## config.mk

```make
export PLATFORM = sky130hd
export DESIGN_NAME = distance_chain_follower
export DESIGN_NICKNAME = d
export VERILOG_FILES = /design/src/hw/rtl/dcf_pkg.sv /design/src/hw/rtl/dcf_iter.sv /design/src/hw/rtl/distance_chain_follower.sv
export SDC_FILE = /design/constraint.sdc
export NUM_CORES = 2
export LEC_CHECK = 0
export BUFFER_PORTS_ARGS = -buffer_cell sky130_fd_sc_hd__buf_2
export CORE_MARGIN = 3
export CORE_UTILIZATION = 45
export CTS_CLUSTER_DIAMETER = 80
export DETAILED_ROUTE_END_ITERATION = 6
export SLEW_MARGIN = 20
export SYNTH_ARGS = -nofsm -noshare
export SYNTH_HDL_FRONTEND = slang
export SYNTH_SLANG_ARGS = --single-unit
```

## constraint.sdc

```tcl
create_clock -name aclk -period 29.6 [get_ports aclk]
set_clock_uncertainty 0.15 [all_clocks]
set_input_delay 5.92 -clock aclk [delete_from_list [all_inputs] [get_ports aclk]]
set_output_delay 5.92 -clock aclk [all_outputs]
set_load 0.02 [all_outputs]
```

## src/hw/rtl/dcf_pkg.sv

```systemverilog
// Shared types, constants and helpers for the distance chain follower.
`default_nettype none
package dcf_pkg;
    localparam int NODES_DEF = 16;
    localparam int ITER_W = 52;

    localparam logic [15:0] LINK_LENGTH_RST = 16'd6400;
    localparam logic [8:0]  FOLLOW_GAIN_RST = 9'd26;

    localparam logic CFG_LINK_LENGTH = 1'b0;
    localparam logic CFG_FOLLOW_GAIN = 1'b1;

    typedef enum logic {
        OP_SQRT = 1'b0,
        OP_DIV  = 1'b1
    } iter_op_t;

    typedef struct packed {
        logic     start;
        iter_op_t op;
    } iter_req_t;

    function automatic logic signed [23:0] sat24(input logic signed [ITER_W-1:0] v);
        logic signed [23:0] r;
        if (v > 52'sd8388607) begin
            r = 24'sh7fffff;
        end else if (v < -52'sd8388608) begin
            r = 24'sh800000;
        end else begin
            r = v[23:0];
        end
        return r;
    endfunction

    // reset spacing: 25 pixels apart, head at x = 1 pixel
    function automatic logic signed [23:0] node_reset_x(input logic [5:0] i);
        logic signed [23:0] r;
        r = 24'sd256 - $signed({18'b0, i}) * 24'sd6400;
        return r;
    endfunction
endpackage
`default_nettype wire

```

## src/hw/rtl/dcf_iter.sv

```systemverilog
// Iterative square root and divide around one shared subtract/compare.
`default_nettype none
module dcf_iter
    import dcf_pkg::*;
(
    input  wire logic              aclk,
    input  wire logic              aresetn,
    input  wire iter_req_t         req,
    input  wire logic [ITER_W-1:0] opnd_n,
    input  wire logic [24:0]       opnd_d,
    output logic                   done,
    output logic [24:0]            result
);
    logic [ITER_W-1:0] acc_reg, acc_next;
    logic [ITER_W-1:0] sh_reg, sh_next;
    logic [ITER_W-1:0] root_reg, root_next;
    logic [4:0]        cnt_reg, cnt_next;
    logic              busy_reg, busy_next;
    iter_op_t          op_reg, op_next;
    logic [ITER_W:0]   diff;
    logic [ITER_W-1:0] sub_val;
    logic              ge;

    // the one subtractor both algorithms share
    assign sub_val = (op_reg == OP_SQRT) ? root_reg + sh_reg : sh_reg;
    assign diff    = {1'b0, acc_reg} - {1'b0, sub_val};
    assign ge      = !diff[ITER_W];

    always_comb begin
        acc_next  = acc_reg;
        sh_next   = sh_reg;
        root_next = root_reg;
        cnt_next  = cnt_reg;
        busy_next = busy_reg;
        op_next   = op_reg;
        done      = 1'b0;
        if (req.start) begin
            busy_next = 1'b1;
            op_next   = req.op;
            acc_next  = opnd_n;
            root_next = '0;
            if (req.op == OP_SQRT) begin
                sh_next  = ITER_W'(1) << 48;
                cnt_next = 5'd24;
            end else begin
                sh_next  = ITER_W'(opnd_d) << 16;
                cnt_next = 5'd16;
            end
        end else if (busy_reg) begin
            if (ge) begin
                acc_next = diff[ITER_W-1:0];
            end
            if (op_reg == OP_SQRT) begin
                root_next = ge ? (root_reg >> 1) + sh_reg : root_reg >> 1;
                sh_next   = sh_reg >> 2;
            end else begin
                root_next = {root_reg[ITER_W-2:0], ge};
                sh_next   = sh_reg >> 1;
            end
            cnt_next = cnt_reg - 5'd1;
            if (cnt_reg == 5'd0) begin
                busy_next = 1'b0;
                done      = 1'b1;
            end
        end
    end

    always_ff @(posedge aclk) begin
        if (!aresetn) begin
            busy_reg <= 1'b0;
            cnt_reg  <= '0;
            op_reg   <= OP_SQRT;
        end else begin
            busy_reg <= busy_next;
            cnt_reg  <= cnt_next;
            op_reg   <= op_next;
        end
        acc_reg  <= acc_next;
        sh_reg   <= sh_next;
        root_reg <= root_next;
    end

    // done is combinational with the last step, so take the updated value
    assign result = root_next[24:0];
endmodule
`default_nettype wire

```

## src/hw/rtl/distance_chain_follower.sv

```systemverilog
// Top level: chain follower sequencer, node store, multiplier and result register.
//
//  channel | dir | handshake          | payload
//  --------+-----+--------------------+-----------------------------------------
//  s_      | in  | s_tvalid/s_tready  | s_tdata: target_x[15:0], target_y[31:16]
//  m_      | out | m_tvalid/m_tready  | m_tdata: node_index, node_x, node_y; tlast
//  cfg_    | in  | cfg_valid/cfg_ready| cfg_index, cfg_data
//
// Each follower node runs a 25-step square root and two 17-step divides in dcf_iter,
// plus setup and write-back; a coincident node skips them. The next target beat is
// accepted only in idle, after every node of the chain has been written back.
// s_tready is high only while idle.
// Reset (synchronous, aresetn low) restores the start-up chain through per-node
// valid bits, so no clearing pass is needed.
// A stalled m_ side holds the sequencer at each node write-back; the last node
// may still wait in the output register while the next target is accepted.
`default_nettype none
module distance_chain_follower
    import dcf_pkg::*;
#(
    parameter int NODES = NODES_DEF
) (
    input  wire logic        aclk,
    input  wire logic        aresetn,
    input  wire logic        s_tvalid,
    output logic             s_tready,
    input  wire logic [31:0] s_tdata,   // target_x[15:0], target_y[31:16]
    output logic             m_tvalid,
    input  wire logic        m_tready,
    output logic [55:0]      m_tdata,   // node_index[5:0], node_x[29:6], node_y[53:30], 0
    output logic             m_tlast,
    input  wire logic        cfg_valid,
    output logic             cfg_ready,
    input  wire logic        cfg_index,
    input  wire logic [15:0] cfg_data
);
    localparam int IDX_W = (NODES > 1) ? $clog2(NODES) : 1;
    localparam logic [IDX_W-1:0] LAST_IDX = IDX_W'(NODES - 1);

    typedef enum logic [16:0] {
        S_IDLE  = 17'h00001,
        S_HX    = 17'h00002,
        S_HY    = 17'h00004,
        S_HF    = 17'h00008,
        S_WB    = 17'h00010,
        S_FD    = 17'h00020,
        S_FDIFF = 17'h00040,
        S_SQX   = 17'h00080,
        S_SQY   = 17'h00100,
        S_SUM   = 17'h00200,
        S_SQRT  = 17'h00400,
        S_MULX  = 17'h00800,
        S_DIVX  = 17'h01000,
        S_WDX   = 17'h02000,
        S_MULY  = 17'h04000,
        S_DIVY  = 17'h08000,
        S_WDY   = 17'h10000
    } state_t;

    state_t state_reg, state_next;

    // config registers
    logic [15:0] link_len_reg;
    logic [8:0]  gain_reg;

    assign cfg_ready = 1'b1;
    always_ff @(posedge aclk) begin
        if (!aresetn) begin
            link_len_reg <= LINK_LENGTH_RST;
            gain_reg     <= FOLLOW_GAIN_RST;
        end else if (cfg_valid) begin
            case (cfg_index)
                CFG_LINK_LENGTH: link_len_reg <= cfg_data;
                CFG_FOLLOW_GAIN: gain_reg     <= cfg_data[8:0];
                default: ;
            endcase
        end
    end

    // node store: registered read at idx_reg, valid bits stand in for reset
    logic signed [23:0] pos_x_mem [NODES];
    logic signed [23:0] pos_y_mem [NODES];
    logic [NODES-1:0]   valid_reg;
    logic signed [23:0] rd_x_reg, rd_y_reg;
    logic               rd_valid_reg;
    logic [IDX_W-1:0]   rd_idx_reg;
    logic signed [23:0] cur_x, cur_y;
    logic               wr_en;

    logic [IDX_W-1:0]   idx_reg, idx_next;
    logic signed [23:0] nx_reg, nx_next, ny_reg, ny_next;
    logic signed [23:0] prev_x_reg, prev_y_reg;

    always_ff @(posedge aclk) begin
        if (wr_en) begin
            pos_x_mem[idx_reg] <= nx_reg;
            pos_y_mem[idx_reg] <= ny_reg;
        end
        rd_x_reg   <= pos_x_mem[idx_reg];
        rd_y_reg   <= pos_y_mem[idx_reg];
        rd_idx_reg <= idx_reg;
    end

    always_ff @(posedge aclk) begin
        if (!aresetn) begin
            valid_reg    <= '0;
            rd_valid_reg <= 1'b0;
        end else begin
            if (wr_en) begin
                valid_reg[idx_reg] <= 1'b1;
            end
            rd_valid_reg <= valid_reg[idx_reg];
        end
    end

    assign cur_x = rd_valid_reg ? rd_x_reg : node_reset_x(6'(rd_idx_reg));
    assign cur_y = rd_valid_reg ? rd_y_reg : 24'sd256;

    // target latch
    logic signed [15:0] tx_reg, ty_reg;
    always_ff @(posedge aclk) begin
        if (s_tvalid && s_tready) begin
            tx_reg <= s_tdata[15:0];
            ty_reg <= s_tdata[31:16];
        end
    end

    // shared multiplier, registered product
    logic signed [25:0] mul_a, mul_b;
    logic signed [51:0] prod_reg;
    always_ff @(posedge aclk) begin
        prod_reg <= mul_a * mul_b;
    end

    logic signed [24:0] dx_reg, dx_next, dy_reg, dy_next;
    logic [24:0]        ax, ay;
    logic [49:0]        sum_reg;
    logic [24:0]        mag_reg;
    logic signed [24:0] gx, gy;
    logic signed [51:0] step_v;

    assign ax = dx_reg[24] ? 25'(-dx_reg) : dx_reg;
    assign ay = dy_reg[24] ? 25'(-dy_reg) : dy_reg;
    assign gx = $signed({tx_reg[15], tx_reg, 8'b0}) - 25'(cur_x);
    assign gy = $signed({ty_reg[15], ty_reg, 8'b0}) - 25'(cur_y);
    // head step: floor((g*gain + 128) / 256)
    assign step_v = (prod_reg + 52'sd128) >>> 8;

    // iterative unit
    iter_req_t         req;
    logic [ITER_W-1:0] it_n;
    logic              it_done;
    logic [24:0]       it_res;

    dcf_iter u_iter (
        .aclk    (aclk),
        .aresetn (aresetn),
        .req     (req),
        .opnd_n  (it_n),
        .opnd_d  (mag_reg),
        .done    (it_done),
        .result  (it_res)
    );

    // follower result: prev - sign(d) * q
    logic signed [ITER_W-1:0] q_s;
    logic signed [23:0]       fx, fy;
    assign q_s = $signed({27'b0, it_res});
    assign fx  = sat24(ITER_W'(prev_x_reg) - (dx_reg[24] ? -q_s : q_s));
    assign fy  = sat24(ITER_W'(prev_y_reg) - (dy_reg[24] ? -q_s : q_s));

    logic out_free;
    assign out_free = !m_tvalid || m_tready;
    assign s_tready = (state_reg == S_IDLE);

    always_comb begin
        state_next = state_reg;
        idx_next   = idx_reg;
        nx_next    = nx_reg;
        ny_next    = ny_reg;
        dx_next    = dx_reg;
        dy_next    = dy_reg;
        mul_a      = '0;
        mul_b      = '0;
        req        = '{start: 1'b0, op: OP_SQRT};
        it_n       = '0;
        wr_en      = 1'b0;
        case (state_reg)
            S_IDLE: begin
                if (s_tvalid) begin
                    state_next = S_HX;
                end
            end
            S_HX: begin
                mul_a      = 26'(gx);
                mul_b      = $signed({17'b0, gain_reg});
                state_next = S_HY;
            end
            S_HY: begin
                nx_next    = sat24(ITER_W'(cur_x) + step_v);
                mul_a      = 26'(gy);
                mul_b      = $signed({17'b0, gain_reg});
                state_next = S_HF;
            end
            S_HF: begin
                ny_next    = sat24(ITER_W'(cur_y) + step_v);
                state_next = S_WB;
            end
            S_WB: begin
                if (out_free) begin
                    wr_en = 1'b1;
                    if (idx_reg == LAST_IDX) begin
                        idx_next   = '0;
                        state_next = S_IDLE;
                    end else begin
                        idx_next   = idx_reg + 1'b1;
                        state_next = S_FD;
                    end
                end
            end
            S_FD: begin
                state_next = S_FDIFF;
            end
            S_FDIFF: begin
                dx_next = 25'(prev_x_reg) - 25'(cur_x);
                dy_next = 25'(prev_y_reg) - 25'(cur_y);
                if (prev_x_reg == cur_x && prev_y_reg == cur_y) begin
                    // coincident node stays put
                    nx_next    = cur_x;
                    ny_next    = cur_y;
                    state_next = S_WB;
                end else begin
                    state_next = S_SQX;
                end
            end
            S_SQX: begin
                mul_a      = $signed({1'b0, ax});
                mul_b      = $signed({1'b0, ax});
                state_next = S_SQY;
            end
            S_SQY: begin
                mul_a      = $signed({1'b0, ay});
                mul_b      = $signed({1'b0, ay});
                state_next = S_SUM;
            end
            S_SUM: begin
                req        = '{start: 1'b1, op: OP_SQRT};
                it_n       = ITER_W'(sum_reg + prod_reg[49:0]);
                state_next = S_SQRT;
            end
            S_SQRT: begin
                if (it_done) begin
                    state_next = S_MULX;
                end
            end
            S_MULX: begin
                mul_a      = $signed({1'b0, ax});
                mul_b      = $signed({10'b0, link_len_reg});
                state_next = S_DIVX;
            end
            S_DIVX: begin
                req        = '{start: 1'b1, op: OP_DIV};
                it_n       = prod_reg + ITER_W'(mag_reg >> 1);
                state_next = S_WDX;
            end
            S_WDX: begin
                if (it_done) begin
                    nx_next    = fx;
                    state_next = S_MULY;
                end
            end
            S_MULY: begin
                mul_a      = $signed({1'b0, ay});
                mul_b      = $signed({10'b0, link_len_reg});
                state_next = S_DIVY;
            end
            S_DIVY: begin
                req        = '{start: 1'b1, op: OP_DIV};
                it_n       = prod_reg + ITER_W'(mag_reg >> 1);
                state_next = S_WDY;
            end
            S_WDY: begin
                if (it_done) begin
                    ny_next    = fy;
                    state_next = S_WB;
                end
            end
            default: begin
                state_next = S_IDLE;
            end
        endcase
    end

    always_ff @(posedge aclk) begin
        if (!aresetn) begin
            state_reg <= S_IDLE;
            idx_reg   <= '0;
        end else begin
            state_reg <= state_next;
            idx_reg   <= idx_next;
        end
        nx_reg <= nx_next;
        ny_reg <= ny_next;
        dx_reg <= dx_next;
        dy_reg <= dy_next;
        if (state_reg == S_SQY) begin
            sum_reg <= prod_reg[49:0];
        end
        if (state_reg == S_SQRT && it_done) begin
            mag_reg <= it_res;
        end
        if (wr_en) begin
            prev_x_reg <= nx_reg;
            prev_y_reg <= ny_reg;
        end
    end

    // result register: loads a beat at each node write-back
    always_ff @(posedge aclk) begin
        if (!aresetn) begin
            m_tvalid <= 1'b0;
        end else if (wr_en) begin
            m_tvalid <= 1'b1;
        end else if (m_tready) begin
            m_tvalid <= 1'b0;
        end
        if (wr_en) begin
            m_tdata <= {2'b0, ny_reg, nx_reg, 6'(idx_reg)};
            m_tlast <= (idx_reg == LAST_IDX);
        end
    end
endmodule
`default_nettype wire

```

==> results.toml <==
[run_status]
status = "finished, final reports clean"

[yosys]
synth_area_sq_um = 105000
avgSynthCellArea_sq_um = 10.6
ys_seq_elements = 1354
synth_area_leaders = "edfxtp_1 (32%), fa_1 (13%), ha_1 (7.8%), mux4_2 (5.3%), dfxtp_1 (4.3%)"
ys_types = 110
seq_area_frac_synth_pct = 36.6
synth-edff-count = 1127
async_reset_ff_share_pct = 0
synth_flop_cell = "edfxtp_1"
netlist.area_leader.share_pct = 32.3
yosysWarningCount = 0
synth_top_cell_by_area = "edfxtp_1"
syn_inst = 9917

[clocking]
cts_resized = 0
clock_latency_ps = 840
hold_buffers = 0
path_clk_slew_ps = 60
clock_path_buffers = 3
numCtsBuffers = 156
tritoncts = "done"
htree_num_levels = 4
post-cts-setup-buffers = 0
clockRootBuffer = "clkbuf_16"
clock_sinks = 1354

[power_and_ir_drop]
peakVddDrop_mv = 0.223
p_leak_nw = 45.3
powerDensity_nw_per_um2 = 52.5
power_mw = 6.00

[sta]
tns_ps = 0
finalCritPeriodShare_pct = 51.0
rsz0062_at_grt = "no"
slew_headroom_pct = 15.2
worst_slew_pin_slew_ps = 1270
finalSetupViolations = 0
fin_ws_ps = 14490
slew_violations = 0
max_freq_mhz = 66.2
fin_crit_ps = 15110
whs_ps = 311
hold_viol = 0

[cells_and_area]
multi_input_area_sq_um = 61800
fin_cells = 13200
synthToLayoutAreaGrowth_pct = 9.16
reg_top3 = "pos_x_mem (384), pos_y_mem (384)"
layout-drive-gt1-share_pct = 8.82
finish.utilization_pct = 49.5
regArea_sq_um = 38400
finalNetCount = 11400
fin_area_sq_um = 114000
nFillCells = 20800

[worst_setup_path]
crit_path_frequent_cell = "a21oi_1"
slowest_stage = "and4_1"
start_kind = "flip-flop"
crit_required_ps = 29910
critPathArrivalTime_ps = 15420
cp_num_buf_inv = 3
reg2reg_slack_ps = 14490
critical_path_class = "reg2reg"
cp_top_family = "compound AO/OA/AOI/OAI gates"
path_max_fanout = 37
timing.rr.start = "u_iter.sh_reg[1]"
startpoint = "u_iter.sh_reg[1]"
slowest_delay_ps = 1020
worstSetupEndpointType = "flip-flop"

[floorplan]
die_area_sq_um = 239000
core_sq_um = 231000
start_util_pct = 45.4
die_h_um = 488
fp-row-count = 176
io_pins = 114
dieWidth_um = 488

[place]
dp_hpwl_um = 279000
dpl_cell_area_sq_um = 109000
portBuffers = 108
placed_cells = 12900
gp_congestion = 1.02
dp_slack_ps = 14780

[drt]
wl_per_cell_um = 27.8
drtIter0Drc = 8223
first_pass_iters = 6
antenna_left = 0
via_per_inst = 6.08
post-route-drc-count = 0
wirelength_um = 366000
vias = 80000

[run]
cap_violations = 0

[global_route]
overflow = 0
grt_max_degree = 139
grt_usage_pct = 30.4
grt_pass1_wl_um = 536000
antenna_found_initial = 16
grt_pass1_vias = 79300

[min_path]
hold_start = "valid_reg[3]"
min_path_type = "reg2reg"
## synthesized netlist by cell type (22+ instances only)
library cell  number
a31oi_1           63
a211oi_1          75
and2_1            91
or3_1             51
o211ai_1          89
a32oi_1           22
or2_2             35
o21a_1           110
xnor2_1          362
a21boi_0          68
o21bai_1          65
a2111oi_0         22
a22oi_1           51
dfxtp_1          227
buf_1             49
mux2i_1           95
nor4_1            41
fa_1             696
nor2_1           731
o31ai_1           76
xor2_1           255
nor2b_1           85
ha_1             649
o21ai_0          387
o22ai_1           39
edfxtp_1        1127
clkbuf_1         331
nand4_1           96
or4_1             28
and3_1            79
inv_1            906
nand2b_1          99
a21oi_1          547
nand3_1          178
mux4_2           245
a41o_1            22
a21o_1           256
nor3_1           137
nand2_1          995
## cell type report
class	count	share of cell area, %
antenna	9	0.0197
tap	3026	3.31
timing repair buffer	260	1.49
multi-input combinational	7300	54.1
inverter	912	2.99
clock buffer	212	3.69
clock inverter	81	0.835
sequential	1354	33.6
## report_power, final
group,switching (mW),internal (mW)
registers,0.0578,2.09
logic,1.26,0.658
clock network,0.848,1.08
## logic make-up (layout without fill, tap and decap cells)
group                      count (synthesis)  after routing  share of synthesized area, %
adders and majority gates               1345           1345                          21.1
other                                      2             61                       0.00717
muxes                                    351            351                          6.29
DFF                                     1354           1354                          36.6
AOI/OAI and AO/OA                       2170           2170                          13.7
xor gates and xnor gates                 619            619                          5.19
buffers and inverters                   1313           1465                          4.77
and+or+nand+nor                         2763           2763                          12.3
## routing by layer
layer / track usage (%) / up-vias / share of wire, %
met2: 47.9 / 3195 / 46
met5: 0 / - / 0.0074
met4: 14.5 / 4 / 5.7
li1: - / 35700 / -
met1: 41.1 / 40500 / 42
met3: 4.73 / 634 / 7.1
## worst register-to-register path: cells and delay by family, from the launching register on
family / cells / cell delay [ps]
flip-flops: 1 / 490
buffers and inverters: 3 / 590
AO/OA/AOI/OAI: 21 / 6230
multiplexers: 1 / 90
XOR/XNOR: 1 / 140
adder cells (fa/ha/maj): 3 / 1070
AND/OR/NAND/NOR: 16 / 5970
## placed cells by master, fill, tap and decap left out, types with 27 or more instances in the layout
cell type,count
nor2b_1,83
o21ai_0,382
clkbuf_1,47
a31oi_1,63
nand2_1,994
xnor2_1,362
inv_1,904
o31ai_1,76
buf_2,110
o21a_1,110
nand4_1,96
nor3_1,132
nand3_1,178
or4_1,27
edfxtp_1,1127
a21o_1,256
nand2b_1,99
fa_1,696
clkbuf_16,158
or2_2,35
dfxtp_1,220
mux2i_1,95
a211oi_1,74
o21bai_1,65
xor2_1,255
a21boi_0,68
and2_1,89
and3_1,79
mux4_2,245
or3_1,51
a21oi_1,546
ha_1,649
o211ai_1,89
nor4_1,38
buf_4,148
o22ai_1,36
nor2_1,719
a22oi_1,51
conb_1,52
## final timing paths
path	to	cells after the start
worst min register to register	valid_reg[3]	1
worst min-delay path	valid_reg[3]	1
worst max-delay path	ny_reg[7]	45
worst max register to register	ny_reg[7]	45
Note: power is estimated with default switching activity, not from simulation.
